**config.mk**
```make
export PLATFORM = sky130hd
export DESIGN_NAME = ber_tlv_stream_parser_flat
export DESIGN_NICKNAME = d
export VERILOG_FILES = /design/src/hw/rtl/btsp_pkg.sv /design/src/hw/rtl/btsp_intf.sv /design/src/hw/rtl/ber_tlv_stream_parser.sv /design/src/hw/rtl/btsp_regs.sv /design/src/hw/rtl/btsp_core.sv /design/src/hw/rtl/btsp_fifo.sv /design/src/flat_wrapper.sv
export SDC_FILE = /design/constraint.sdc
export NUM_CORES = 1
export LEC_CHECK = 0
export ABC_AREA = 1
export BUFFER_PORTS_ARGS = -buffer_cell sky130_fd_sc_hd__buf_2
export CORE_MARGIN = 2
export CORE_UTILIZATION = 43
export CTS_BUF_LIST = sky130_fd_sc_hd__clkbuf_16
export CTS_CLUSTER_SIZE = 12
export DETAILED_ROUTE_END_ITERATION = 6
export GPL_TIMING_DRIVEN = 0
export HOLD_SLACK_MARGIN = 0.03
export PLACE_DENSITY_LB_ADDON = 0.08
export SYNTH_ARGS = -nofsm -noshare
export SYNTH_HDL_FRONTEND = slang
export SYNTH_SLANG_ARGS = --single-unit
```
**constraint.sdc**
```tcl
create_clock -name i_clk -period 7.16 [get_ports i_clk]
set_input_delay 1.074 -clock i_clk [delete_from_list [all_inputs] [get_ports i_clk]]
set_output_delay 1.074 -clock i_clk [all_outputs]
set_load 0.01 [all_outputs]
```
**src/hw/rtl/btsp_pkg.sv**
```systemverilog
package btsp_pkg;

    // Longest long-form length field accepted, in bytes (1 or 2)
    localparam int unsigned MaxLengthBytes = 2;

    localparam logic [7:0]  FillZero     = 8'h00;
    localparam logic [7:0]  FillOnes     = 8'hFF;
    localparam logic [4:0]  TagMultiMask = 5'h1F;
    localparam logic [7:0]  LenLongFlag  = 8'h80;
    localparam logic [15:0] PosMax       = 16'hFFFF;
    localparam int unsigned ConsBit      = 5;

    // Register indexes on the config port
    localparam logic RegSearchEnable = 1'b0;
    localparam logic RegSearchTag    = 1'b1;

    typedef enum logic [2:0] {
        PH_SKIP  = 3'd0,
        PH_TAG2  = 3'd1,
        PH_LEN0  = 3'd2,
        PH_LENX  = 3'd3,
        PH_VALUE = 3'd4,
        PH_HALT  = 3'd5
    } t_phase;

    typedef enum logic [2:0] {
        ST_OK     = 3'd0,
        ST_END    = 3'd1,
        ST_TRUNC  = 3'd2,
        ST_BADTAG = 3'd3,
        ST_BADLEN = 3'd4
    } t_status;

    typedef struct packed {
        logic        search_enable;
        logic [15:0] search_tag;
    } t_cfg;

    typedef struct packed {
        logic [2:0]  status;
        logic [15:0] tag_value;
        logic        constructed;
        logic [15:0] value_length;
        logic [15:0] value_offset;
        logic        run_last;
    } t_result;

    // Results produced by one accepted byte: none, one (a) or two (a then b)
    typedef struct packed {
        logic    push_one;
        logic    push_two;
        t_result a;
        t_result b;
    } t_push;

endpackage

```
**src/hw/rtl/btsp_intf.sv**
```systemverilog
interface btsp_byte_if;
    logic       valid;
    logic       ready;
    logic [7:0] data_byte;
    logic       last_byte;

    modport source (output valid, output data_byte, output last_byte, input ready);
    modport sink   (input valid, input data_byte, input last_byte, output ready);
endinterface

interface btsp_res_if;
    logic        valid;
    logic        ready;
    logic [2:0]  status;
    logic [15:0] tag_value;
    logic        constructed;
    logic [15:0] value_length;
    logic [15:0] value_offset;
    logic        run_last;

    modport source (output valid, output status, output tag_value, output constructed,
                    output value_length, output value_offset, output run_last,
                    input ready);
    modport sink   (input valid, input status, input tag_value, input constructed,
                    input value_length, input value_offset, input run_last,
                    output ready);
endinterface

```
**src/hw/rtl/ber_tlv_stream_parser.sv**
```systemverilog
// BER-TLV stream parser.
// i_byte carries the buffer one byte per beat (data_byte, last_byte on the
// final byte). o_res carries result beats: status, tag_value, constructed,
// value_length, value_offset and run_last, which marks the final result
// caused by one input byte. A byte causes zero, one or two results.
// The APB port holds search_enable at 0x0 and search_tag at 0x4; write them
// only while the parser is idle.
// A result is written into the output queue when the byte that causes it is
// accepted and is offered once it reaches the head. Bytes are taken one per
// cycle while the queue has room; the parser state updates once per byte and
// results enter a four-entry output queue. A byte that causes two results (an
// object closed by the final byte, followed by its end result) writes both.
// i_byte.ready stays high while the queue has room for two results. With the
// receiver stalled, input stops once three results are waiting; bytes that
// cause no result pass freely until then, and no result is dropped.
// Reset (synchronous, active low) empties the queue, clears both registers
// and returns the parser to the start of a buffer.
module ber_tlv_stream_parser (
    input  logic          i_clk,
    input  logic          i_rst_n,
    btsp_byte_if.sink     i_byte,
    btsp_res_if.source    o_res,
    input  logic          psel,
    input  logic          penable,
    input  logic          pwrite,
    input  logic [2:0]    paddr,
    input  logic [31:0]   pwdata,
    output logic [31:0]   prdata,
    output logic          pready
);

    btsp_pkg::t_cfg  w_cfg;
    btsp_pkg::t_push w_push;
    logic            w_space;
    logic            w_accept;

    assign i_byte.ready = w_space;
    assign w_accept     = i_byte.valid && w_space;

    btsp_regs u_regs (
        .i_clk   (i_clk),
        .i_rst_n (i_rst_n),
        .psel    (psel),
        .penable (penable),
        .pwrite  (pwrite),
        .paddr   (paddr),
        .pwdata  (pwdata),
        .prdata  (prdata),
        .pready  (pready),
        .o_cfg   (w_cfg)
    );

    btsp_core u_core (
        .i_clk       (i_clk),
        .i_rst_n     (i_rst_n),
        .i_accept    (w_accept),
        .i_data_byte (i_byte.data_byte),
        .i_last_byte (i_byte.last_byte),
        .i_cfg       (w_cfg),
        .o_push      (w_push)
    );

    btsp_fifo u_fifo (
        .i_clk   (i_clk),
        .i_rst_n (i_rst_n),
        .i_push  (w_push),
        .o_space (w_space),
        .o_res   (o_res)
    );

endmodule

```
**src/hw/rtl/btsp_regs.sv**
```systemverilog
module btsp_regs (
    input  logic              i_clk,
    input  logic              i_rst_n,
    input  logic              psel,
    input  logic              penable,
    input  logic              pwrite,
    input  logic [2:0]        paddr,
    input  logic [31:0]       pwdata,
    output logic [31:0]       prdata,
    output logic              pready,
    output btsp_pkg::t_cfg    o_cfg
);

    logic        r_search_enable;
    logic [15:0] r_search_tag;
    logic        w_wr;

    assign pready = 1'b1;
    assign w_wr   = psel & penable & pwrite;

    // register writes, word index from paddr[2]
    always_ff @(posedge i_clk) begin
        if (!i_rst_n) begin
            r_search_enable <= 1'b0;
            r_search_tag    <= '0;
        end else if (w_wr) begin
            if (paddr[2] == btsp_pkg::RegSearchEnable) begin
                r_search_enable <= pwdata[0];
            end else begin
                r_search_tag <= pwdata[15:0];
            end
        end
    end

    // read back
    always_comb begin
        if (paddr[2] == btsp_pkg::RegSearchTag) begin
            prdata = {16'b0, r_search_tag};
        end else begin
            prdata = {31'b0, r_search_enable};
        end
    end

    assign o_cfg.search_enable = r_search_enable;
    assign o_cfg.search_tag    = r_search_tag;

endmodule

```
**src/hw/rtl/btsp_core.sv**
```systemverilog
module btsp_core (
    input  logic              i_clk,
    input  logic              i_rst_n,
    input  logic              i_accept,
    input  logic [7:0]        i_data_byte,
    input  logic              i_last_byte,
    input  btsp_pkg::t_cfg    i_cfg,
    output btsp_pkg::t_push   o_push
);

    btsp_pkg::t_phase r_phase, n_phase;
    logic [15:0]      r_position, n_position;
    logic [15:0]      r_tag, n_tag;
    logic             r_cons, n_cons;
    logic [15:0]      r_length, n_length;
    logic [1:0]       r_len_left, n_len_left;
    logic [15:0]      r_value_start, n_value_start;
    logic [15:0]      r_value_left, n_value_left;

    btsp_pkg::t_phase w_mid_phase;
    logic             w_ovf, w_filler, w_badtag, w_badlen;
    logic             w_start, w_finish, w_match, w_report;
    logic [15:0]      w_new_len;
    logic             w_prim, w_tail;
    btsp_pkg::t_result w_prim_res, w_tail_res;

    // shared decode of the current byte
    assign w_ovf    = (r_phase != btsp_pkg::PH_HALT) && (r_position == btsp_pkg::PosMax);
    assign w_filler = (i_data_byte == btsp_pkg::FillZero) ||
                      (i_data_byte == btsp_pkg::FillOnes);
    assign w_badtag = !w_ovf && (r_phase == btsp_pkg::PH_TAG2) && i_data_byte[7];
    assign w_badlen = !w_ovf && (r_phase == btsp_pkg::PH_LEN0) && i_data_byte[7] &&
                      ((i_data_byte == btsp_pkg::LenLongFlag) ||
                       (i_data_byte == btsp_pkg::FillOnes) ||
                       (i_data_byte[6:0] > 7'(btsp_pkg::MaxLengthBytes)));
    assign w_new_len = (r_phase == btsp_pkg::PH_LEN0) ? {8'b0, i_data_byte}
                                                      : {r_length[7:0], i_data_byte};
    assign w_start  = !w_ovf &&
                      (((r_phase == btsp_pkg::PH_LEN0) && !i_data_byte[7]) ||
                       ((r_phase == btsp_pkg::PH_LENX) && (r_len_left == 2'd1)));
    assign w_finish = (w_start && (w_new_len == '0)) ||
                      (!w_ovf && (r_phase == btsp_pkg::PH_VALUE) &&
                       (r_value_left == 16'd1));
    assign w_match  = (r_tag == i_cfg.search_tag);
    assign w_report = w_finish && (!i_cfg.search_enable || w_match);

    // next state
    always_comb begin
        n_phase       = r_phase;
        n_tag         = r_tag;
        n_cons        = r_cons;
        n_length      = r_length;
        n_len_left    = r_len_left;
        n_value_start = r_value_start;
        n_value_left  = r_value_left;
        w_mid_phase   = r_phase;
        if (w_ovf) begin
            w_mid_phase = btsp_pkg::PH_HALT;
        end else begin
            unique case (r_phase)
                btsp_pkg::PH_SKIP: begin
                    if (!w_filler) begin
                        n_tag  = {8'b0, i_data_byte};
                        n_cons = i_data_byte[btsp_pkg::ConsBit];
                        w_mid_phase = (i_data_byte[4:0] == btsp_pkg::TagMultiMask) ?
                                      btsp_pkg::PH_TAG2 : btsp_pkg::PH_LEN0;
                    end
                end
                btsp_pkg::PH_TAG2: begin
                    n_tag = {r_tag[7:0], i_data_byte};
                    w_mid_phase = w_badtag ? btsp_pkg::PH_HALT : btsp_pkg::PH_LEN0;
                end
                btsp_pkg::PH_LEN0: begin
                    if (w_badlen) begin
                        w_mid_phase = btsp_pkg::PH_HALT;
                    end else if (i_data_byte[7]) begin
                        n_length    = '0;
                        n_len_left  = i_data_byte[1:0];
                        w_mid_phase = btsp_pkg::PH_LENX;
                    end else begin
                        n_length = w_new_len;
                    end
                end
                btsp_pkg::PH_LENX: begin
                    n_length   = w_new_len;
                    n_len_left = r_len_left - 2'd1;
                end
                btsp_pkg::PH_VALUE: begin
                    n_value_left = r_value_left - 16'd1;
                end
                default: begin
                    w_mid_phase = btsp_pkg::PH_HALT;
                end
            endcase
            // length complete: open the value, or close an empty object
            if (w_start) begin
                n_value_start = r_position + 16'd1;
                n_value_left  = w_new_len;
                w_mid_phase   = btsp_pkg::PH_VALUE;
            end
            if (w_finish) begin
                w_mid_phase = (i_cfg.search_enable && w_match) ?
                              btsp_pkg::PH_HALT : btsp_pkg::PH_SKIP;
            end
        end
        n_phase = i_last_byte ? btsp_pkg::PH_SKIP : w_mid_phase;
        if (i_last_byte) begin
            n_position = '0;
        end else if (r_position != btsp_pkg::PosMax) begin
            n_position = r_position + 16'd1;
        end else begin
            n_position = r_position;
        end
    end

    // results
    always_comb begin
        w_prim_res = '0;
        w_tail_res = '0;
        w_prim     = 1'b1;
        priority if (w_ovf) begin
            w_prim_res.status = btsp_pkg::ST_TRUNC;
        end else if (w_badtag) begin
            w_prim_res.status = btsp_pkg::ST_BADTAG;
        end else if (w_badlen) begin
            w_prim_res.status = btsp_pkg::ST_BADLEN;
        end else if (w_report) begin
            w_prim_res.status       = btsp_pkg::ST_OK;
            w_prim_res.tag_value    = r_tag;
            w_prim_res.constructed  = r_cons;
            w_prim_res.value_length = n_length;
            w_prim_res.value_offset = w_start ? n_value_start : r_value_start;
        end else begin
            w_prim = 1'b0;
        end
        w_tail = i_last_byte && (w_mid_phase != btsp_pkg::PH_HALT);
        w_tail_res.status   = (w_mid_phase == btsp_pkg::PH_SKIP) ?
                              btsp_pkg::ST_END : btsp_pkg::ST_TRUNC;
        w_tail_res.run_last = 1'b1;
        w_prim_res.run_last = !w_tail;

        o_push.push_one = i_accept && (w_prim != w_tail);
        o_push.push_two = i_accept && w_prim && w_tail;
        o_push.a        = w_prim ? w_prim_res : w_tail_res;
        o_push.b        = w_tail_res;
    end

    // state registers
    always_ff @(posedge i_clk) begin
        if (!i_rst_n) begin
            r_phase       <= btsp_pkg::PH_SKIP;
            r_position    <= '0;
            r_tag         <= '0;
            r_cons        <= 1'b0;
            r_length      <= '0;
            r_len_left    <= '0;
            r_value_start <= '0;
            r_value_left  <= '0;
        end else if (i_accept) begin
            r_phase       <= n_phase;
            r_position    <= n_position;
            r_tag         <= n_tag;
            r_cons        <= n_cons;
            r_length      <= n_length;
            r_len_left    <= n_len_left;
            r_value_start <= n_value_start;
            r_value_left  <= n_value_left;
        end
    end

endmodule

```
**src/hw/rtl/btsp_fifo.sv**
```systemverilog
module btsp_fifo (
    input  logic              i_clk,
    input  logic              i_rst_n,
    input  btsp_pkg::t_push   i_push,
    output logic              o_space,
    btsp_res_if.source        o_res
);

    localparam int unsigned Depth = 4;

    btsp_pkg::t_result r_mem [Depth];
    logic [1:0]        r_wr_ptr, r_rd_ptr;
    logic [2:0]        r_count;
    logic              w_pop;
    logic [2:0]        w_push_n;
    btsp_pkg::t_result w_head;

    // the input side stays open while the queue has room for two results
    assign o_space  = (r_count <= 3'(Depth - 2));
    assign w_pop    = o_res.valid && o_res.ready;
    assign w_push_n = i_push.push_two ? 3'd2 : (i_push.push_one ? 3'd1 : 3'd0);

    always_ff @(posedge i_clk) begin
        if (i_push.push_one || i_push.push_two) begin
            r_mem[r_wr_ptr] <= i_push.a;
        end
        if (i_push.push_two) begin
            r_mem[r_wr_ptr + 2'd1] <= i_push.b;
        end
    end

    always_ff @(posedge i_clk) begin
        if (!i_rst_n) begin
            r_wr_ptr <= '0;
            r_rd_ptr <= '0;
            r_count  <= '0;
        end else begin
            r_wr_ptr <= r_wr_ptr + w_push_n[1:0];
            r_rd_ptr <= r_rd_ptr + {1'b0, w_pop};
            r_count  <= r_count + w_push_n - {2'b0, w_pop};
        end
    end

    // head of queue drives the result channel
    assign w_head             = r_mem[r_rd_ptr];
    assign o_res.valid        = (r_count != '0);
    assign o_res.status       = w_head.status;
    assign o_res.tag_value    = w_head.tag_value;
    assign o_res.constructed  = w_head.constructed;
    assign o_res.value_length = w_head.value_length;
    assign o_res.value_offset = w_head.value_offset;
    assign o_res.run_last     = w_head.run_last;

endmodule

```
**src/flat_wrapper.sv**
```systemverilog
// flat-port wrapper written by rule: the top's interface ports become plain ports
module ber_tlv_stream_parser_flat 
  (i_clk, i_rst_n, psel, penable, pwrite, paddr, pwdata, prdata, pready, i_byte_valid, i_byte_data_byte, i_byte_last_byte, i_byte_ready, o_res_valid, o_res_status, o_res_tag_value, o_res_constructed, o_res_value_length, o_res_value_offset, o_res_run_last, o_res_ready);
  btsp_byte_if i_byte_i ();
  btsp_res_if o_res_i ();
  input  logic i_clk;
  input  logic i_rst_n;
  input  logic psel;
  input  logic penable;
  input  logic pwrite;
  input  logic [2:0] paddr;
  input  logic [31:0] pwdata;
  output logic [31:0] prdata;
  output logic pready;
  input wire logic [$bits(i_byte_i.valid)-1:0] i_byte_valid;
  input wire logic [$bits(i_byte_i.data_byte)-1:0] i_byte_data_byte;
  input wire logic [$bits(i_byte_i.last_byte)-1:0] i_byte_last_byte;
  output wire logic [$bits(i_byte_i.ready)-1:0] i_byte_ready;
  output wire logic [$bits(o_res_i.valid)-1:0] o_res_valid;
  output wire logic [$bits(o_res_i.status)-1:0] o_res_status;
  output wire logic [$bits(o_res_i.tag_value)-1:0] o_res_tag_value;
  output wire logic [$bits(o_res_i.constructed)-1:0] o_res_constructed;
  output wire logic [$bits(o_res_i.value_length)-1:0] o_res_value_length;
  output wire logic [$bits(o_res_i.value_offset)-1:0] o_res_value_offset;
  output wire logic [$bits(o_res_i.run_last)-1:0] o_res_run_last;
  input wire logic [$bits(o_res_i.ready)-1:0] o_res_ready;
  assign i_byte_i.valid = i_byte_valid;
  assign i_byte_i.data_byte = i_byte_data_byte;
  assign i_byte_i.last_byte = i_byte_last_byte;
  assign i_byte_ready = i_byte_i.ready;
  assign o_res_valid = o_res_i.valid;
  assign o_res_status = o_res_i.status;
  assign o_res_tag_value = o_res_i.tag_value;
  assign o_res_constructed = o_res_i.constructed;
  assign o_res_value_length = o_res_i.value_length;
  assign o_res_value_offset = o_res_i.value_offset;
  assign o_res_run_last = o_res_i.run_last;
  assign o_res_i.ready = o_res_ready;
  ber_tlv_stream_parser u_core (.i_clk(i_clk), .i_rst_n(i_rst_n), .i_byte(i_byte_i), .o_res(o_res_i), .psel(psel), .penable(penable), .pwrite(pwrite), .paddr(paddr), .pwdata(pwdata), .prdata(prdata), .pready(pready));
endmodule
```
After elaboration in Yosys (flattened, before gate mapping). Memories as Yosys holds them, arrays and structs flattened. A register that Yosys moved wholly into a read port is not among the register bits. Cells that the tools add are included. W data, S select, Z words.

$add $sub $neg: 8. Multipliers: 0. Div/mod/pow operators: 0. $lt $le $gt $ge: 2. Eq/ne operators: 18. Shift operators: 0. Multiplexer cells: 49. Bitwise operators: 5. Reductions and logical operators: 48.

Operators by type and width (number): $mux W16 (13); $mux W49 (4); $pmux W16 S2 (2); $mux W53 (1); $mux W3 (12); $logic_and A1 B1 Y1 (20); $add A16 B1 Y16 const B (1); $eq A16 B1 Y1 const B (1); $eq A16 B16 Y1 (1); $eq A16 B16 Y1 const B (1); $eq A8 B8 Y1 const B (2); $logic_not A16 Y1 (1); $ne A16 B16 Y1 const B (1); $sub A16 B1 Y16 const B (1); $mux W2 (6); $pmux W3 S4 (1); $mux W1 (9); $logic_not A8 Y1 (1); $reduce_and A4 Y1 (2); $reduce_bool A2 Y1 (4); $gt A7 B2 Y1 const B (1); $logic_or A1 B1 Y1 (7); $eq A3 B2 Y1 const B (2); $logic_not A3 Y1 (2); other kinds (23) (34).

Bits in registers: 110. Latch bits: 0. Bits in writable memories: 212. Memory bits (read-only): 0. Input bits: 51. Logic and storage cells: 144. Memories kept: 1.

Memory list: u_core.u_fifo.r_mem (depth 4, bits a word 53, rd ports 1, clocked after Yosys merged registers in 1, wr ports 2, line btsp_fifo.sv:11) `btsp_pkg::t_result r_mem [Depth];`.

Depth between registers and ports, before layout.
Word-level depth: 19. Depth in mapped cells: 24.

Modules after synthesis. From an unflattened synthesis, not the netlist that was laid out.

Cell total of the unflattened synthesis: 2148. Area, all modules: 17815.8 µm².

By module, submodules not included: btsp_fifo (times used 1, cells each 1095, area an instance 10929.2 µm²); btsp_core (times used 1, cells each 883, area an instance 5811.8 µm²); btsp_regs (times used 1, cells each 168, area an instance 1067.3 µm²); ber_tlv_stream_parser (times used 1, cells each 2, area an instance 7.5 µm²).

Least setup slack after synthesis. OpenSTA, ideal clock, no wires.

Path type: input -> register. Start point: input port i_byte_data_byte[7]. End point: register u_core.u_fifo.r_count[2]. Setup time: 0.128 ns. Arrival: 3.751 ns. Required time: 7.032 ns. Slack: 3.281 ns. Stages on the path: 20. Path through: clkbuf_1 -> nand3_1 -> a21oi_1 -> nand2_2 -> nand2_1 -> nor2_1 -> nor2_1 -> nor2_1 -> inv_1 -> a21oi_4 -> ha_1 -> nand3_1 -> ha_1 -> inv_1 -> ha_1 -> inv_1 -> fa_1 -> xor2_1 -> inv_1 -> nor2_1.

Cells in the longest elaborated chain, start to end: 17. Elaborated cells between the ends (all ways): 40. Classes of those cells: add/sub (2); eq/ne (4); mux (15); reduce/logical (19).

RTL lines: start: declaration (line flat_wrapper.sv:16) `input wire logic [$bits(i_byte_i.data_byte)-1:0] i_byte_data_byte;`; $eq A8 B8 Y1, or another cell as far along (line btsp_core.sv:33) `((i_data_byte == btsp_pkg::LenLongFlag) ||`; $logic_or A1 B1 Y1 or $logic_and A1 B1 Y1 (tied branches) (line btsp_core.sv:33, btsp_core.sv:39); $logic_or A1 B1 Y1 (on tied branches) (line btsp_core.sv:34, btsp_core.sv:39); $logic_and A1 B1 Y1 (on tied branches) (line btsp_core.sv:32, btsp_core.sv:38); $mux W3 or $logic_and A1 B1 Y1 (tied branches) (line btsp_core.sv:74, btsp_core.sv:41); $pmux W3 S4 or $logic_or A1 B1 Y1 (tied branches) (line btsp_core.sv:60, btsp_core.sv:41); $mux W3 or $logic_and A1 B1 Y1 (tied branches) (line btsp_core.sv:96, btsp_core.sv:45); $mux W3 or $mux W1 (tied branches) (line btsp_core.sv:101, btsp_core.sv:127); $mux W3 or $mux W1 (tied branches) (line btsp_core.sv:57, btsp_core.sv:125); $ne A3 B3 Y1 or $mux W1 (tied branches) (line btsp_core.sv:136, btsp_core.sv:123); $logic_and A1 B1 Y1 or $mux W1 (tied branches) (line btsp_core.sv:136, btsp_core.sv:121); $ne A1 B1 Y1 (line btsp_core.sv:142) `o_push.push_one = i_accept && (w_prim != w_tail);`; $logic_and A1 B1 Y1 (line btsp_core.sv:142); $mux W1 (line btsp_fifo.sv:21) `assign w_push_n = i_push.push_two ? 3'd2 : (i_push.push_one ? 3'd1 : 3'd0);`; $mux W2 * (line btsp_fifo.sv:21); $add A3 B2 Y3 * (line btsp_fifo.sv:40) `r_count <= r_count + w_push_n - {2'b0, w_pop};`; $sub A3 B1 Y3 * (line btsp_fifo.sv:40); end signal: assignment (line btsp_fifo.sv:40); end: declaration (line btsp_fifo.sv:13) `logic [2:0] r_count;`.

Mark *: on every way between the ends. The rest lies on a longest branch, timed or not. A chain may end at the register's enable or synchronous reset.

Worst setup path in the final report.
Start point: register u_core.u_core.r_position[0]. End point: register u_core.u_fifo.r_count[2].

Cells in the longest elaborated chain, start to end: 19. Elaborated cells between the ends (all ways): 34. Classes of those cells: add/sub (2); eq/ne (3); mux (12); reduce/logical (17).

RTL lines: start: declaration (line btsp_core.sv:12) `logic [15:0] r_position, n_position;`; start signal: assignment (line btsp_core.sv:161) `r_position <= n_position;`; $eq A16 B16 Y1 * (line btsp_core.sv:28) `assign w_ovf = (r_phase != btsp_pkg::PH_HALT) && (r_position == btsp_pkg::PosMax);`; $logic_and A1 B1 Y1 * (line btsp_core.sv:28); $logic_not A1 Y1; $logic_and A1 B1 Y1 (3 in series) (line btsp_core.sv:32) `assign w_badlen = !w_ovf && (r_phase == btsp_pkg::PH_LEN0) && i_data_byte[7] &&`; $mux W3 (line btsp_core.sv:74) `if (w_badlen) begin`; $pmux W3 S4 (line btsp_core.sv:60) `unique case (r_phase)`; $mux W3 (line btsp_core.sv:96) `if (w_start) begin`; $mux W3 (line btsp_core.sv:101) `if (w_finish) begin`; $mux W3 (line btsp_core.sv:57) `if (w_ovf) begin`; $ne A3 B3 Y1 (line btsp_core.sv:136) `w_tail = i_last_byte && (w_mid_phase != btsp_pkg::PH_HALT);`; $logic_and A1 B1 Y1 (line btsp_core.sv:136); $ne A1 B1 Y1 (line btsp_core.sv:142); $logic_and A1 B1 Y1 (line btsp_core.sv:142); $mux W1 (line btsp_fifo.sv:21); $mux W2 * (line btsp_fifo.sv:21); $add A3 B2 Y3 * (line btsp_fifo.sv:40); $sub A3 B1 Y3 * (line btsp_fifo.sv:40).

Marked as above.

==> flow_summary.yaml <==
sta:
  maxSlewHeadroom_pct: 40.26
  fin_crit_sh_pct: 58.26
  setup_ws_ns: 2.988
  drv_slew: 0
  finalSetupViolations: 0
  finalClockSkew_ns: 0.01849
  tightest_slew_ns: 0.8928
  rsz0062_at_grt: "no"
  hold_violations: 0
  finalCriticalPeriod_ns: 4.172
  timing.fmax_ghz: 0.2397
  fin_setup_tns_ns: 0
yosys:
  synth_xor_area_share_pct: 1.448
  synth-seq-cells: 322
  seq_area_frac_synth_pct: 39.96
  muxShareOfSynthArea_pct: 0.2452
  syn_area_per_cell_um2: 6.713
  synth-adder-area-share_pct: 0.8887
  synth_area_leaders: "dfxtp_1 38%, nand2_1 10%, nor2_1 8.8%"
  synth_edf_count: 8
  synth.top_cell.area_share_pct: 38.49
  synth_ff_type: "dfxtp_1"
  synth_top_family_by_area: "simple AND/OR/NAND/NOR gates"
  synth_cell_types: 44
  synth-simple-area-share_pct: 29.29
  ys_warn_count: 0
  synth_compound_area_share_pct: 17.73
  synthCells: 2433
  synthArstFlopShare_pct: 0
  yosysTopAreaCell: "dfxtp_1"
  netlist_top_cells_count: "449 x nand2_1, 382 x nor2_1, 314 x dfxtp_1"
  yosysMostFrequentCell: "nand2_1"
  synth.cell_area_um2: 16330
global_routing:
  antenna_found_initial: 0
  grt_usage_pct: 29.83
  grt_pass1_vias: 15980
  grt_pass1_wl_um: 90750
  overflow: 0
  grt_max_degree: 13
setup_path:
  r2r_cells: 23
  crit_type: "reg -> reg"
  required_ns: 7.57
  r2r_slack_ns: 2.99
  arrival_ns: 4.58
  worst-path-max-fanout: 8
  crit_start: "u_core.u_core.r_position[0]"
  rr_startpoint: "u_core.u_core.r_position[0]"
  end_kind: "flip-flop"
  start_kind: "flip-flop"
  timing.rr.end: "u_core.u_fifo.r_count[2]"
finish:
  antenna_cells: 0
  drive_above_1_share_pct: 9.664
  fill_cells: 3970
  nets: 2653
  stdcell_count: 3129
  area_growth_pct: 14.33
floorplan:
  dieHeight_um: 198.9
  die-area_um2: 39560
  num_rows: 71
  start_util_pct: 43.46
  core_area_um2: 37580
  io_pins: 139
  dieWidth_um: 198.9
hold_path:
  hold_depth: 2
  hold_end: "u_core.u_core.r_cons"
  min_from: "u_core.u_core.r_cons"
  hold_path.class: "reg -> reg"
cts:
  clock_path_buffers: 3
  clock_sinks: 322
  cts-buffers-inserted: 39
  htree_levels: 2
  post-cts-setup-buffer-count: 0
  root_buffer: "clkbuf_16"
  clk_latency_ns: 0.56
  cts-resized-gates: 0
  cts.reportedPaths.clkPinSlew_ns: 0.05
  ctsHoldBuffers: 0
  cts_tree: "built"
drt:
  first_pass_iters: 5
  wire_per_inst_um: 18.75
  drc: 0
  routed_wl_um: 58680
  vias: 16940
  postRouteAntennaNets: 0
  drt_iter0_drc: 1355
  vias_per_cell: 5.414
outcome:
  outcome: "finished, final reports clean"
power:
  ir_drop_mv: 0.1817
  p_leak_nw: 8.935
  p_per_area_nw_per_um2: 367.8
run:
  max_cap_viol_count: 0
placed_design:
  place_ws_ns: 2.553
  place.gp.congestion: 0.9229
  hpwlAfterDp_um: 43260
  dpl.cell_count: 3061
  numPortBuffers: 102
metrics by stage:
stage	utilization [%]	power, mW	instance area (µm²)	hold slack, ns
after floorplan	-	4.112	16390	0.4236
after global placement	46.67	5.001	17540	0.4404
after detailed placement	46.67	5.046	17540	0.4466
after CTS	49.69	6.858	18670	0.4621
after global routing	49.69	7.300	18670	0.4795
final	49.69	6.868	18670	0.4598
report_power, final:
group / internal, mW / leakage (nW) / switching, mW
Clock: 1.02 / 0.588 / 0.791
Sequential: 2.26 / 2.66 / 0.248
Combinational: 0.868 / 5.69 / 1.68
flip-flops by register name (all words and copies together) (netlist names), 2 cells and up:
signal / count
u_core.u_fifo.r_mem: 212
u_core.u_core.r_length: 16
u_core.u_core.r_position: 16
u_core.u_core.r_tag: 16
u_core.u_core.r_value_left: 16
u_core.u_core.r_value_start: 16
u_core.u_regs.r_search_tag: 16
u_core.u_core.r_phase: 3
u_core.u_fifo.r_count: 3
u_core.u_core.r_len_left: 2
u_core.u_fifo.r_rd_ptr: 2
u_core.u_fifo.r_wr_ptr: 2
layer usage:
layer / track usage (%) / routed length, µm
met3: 4.340 / 4263
met4: 11.08 / 1973
met2: 48.45 / 26470
met1: 40.17 / 25970
met5: 0 / 0
cell type report:
type	instances	area, µm²	share of cell area, %
Clock inverter	27	108.9	0.5830
Buffer	194	977.2	5.233
Clock buffer	41	1026	5.494
Multi-Input combinational cell	1740	8164	43.72
Tap cell	511	639.4	3.424
Sequential cell	322	6526	34.95
Timing Repair Buffer	102	510.5	2.734
Inverter	192	720.7	3.860
placed cells by master, fill, tap and decap left out, types with 5 or more instances in the layout:
cell         n
a211oi_1    22
a21oi_1    258
a31oi_1     14
buf_1        9
buf_2      127
buf_4       41
buf_6        7
clkbuf_1   111
clkbuf_16   41
clkinv_1    17
clkinv_2     6
conb_1      17
dfxtp_1    314
edfxtp_1     8
ha_1        10
inv_1      190
inv_2        6
nand2_1    449
nand2_2      6
nand3_1    258
nand4_1     22
nor2_1     382
nor3_1       9
o211ai_1     6
o21ai_0    179
o22ai_1     48
xnor2_1      5
xor2_1      22
worst max-delay path, stage by stage (launching register included):
cell     delay [ns]
dfxtp_1        0.42
ha_1           0.24
nand2_1        0.09
nor2_2         0.17
nand2_2        0.12
nor2_4         0.29
nand2_4        0.16
nand2_4        0.18
nand2_1        0.08
nor2_1         0.11
nor2_1         0.07
nor2_1         0.15
inv_1          0.10
a21oi_4        0.23
ha_1           0.24
nand3_1        0.17
ha_1           0.34
inv_1          0.05
ha_1           0.13
inv_1          0.05
fa_1           0.37
xor2_1         0.17
inv_1          0.06
nor2_1         0.03
cells by family (layout without fill, tap and decap cells):
logic type,after synthesis,count (layout)
xor gates and xnor gates,27,27
adders and majority gates,11,11
buffers and inverters,386,556
AOI/OAI and AO/OA,539,539
and+or+nand+nor,1142,1142
other,2,17
DFF,322,322
muxes,4,4
worst max path at each step:
stage                               end  slack, ns
2_1_floorplan  u_core.u_fifo.r_count[2]       3.28
4_1_cts        u_core.u_fifo.r_count[2]       3.03
3_3_place_gp   u_core.u_fifo.r_count[2]       2.56
5_1_grt        u_core.u_fifo.r_count[2]       2.73
3_5_place_dp   u_core.u_fifo.r_count[2]       2.55
6_report       u_core.u_fifo.r_count[2]       2.99
No activity file was read; power rests on OpenSTA's default activity.
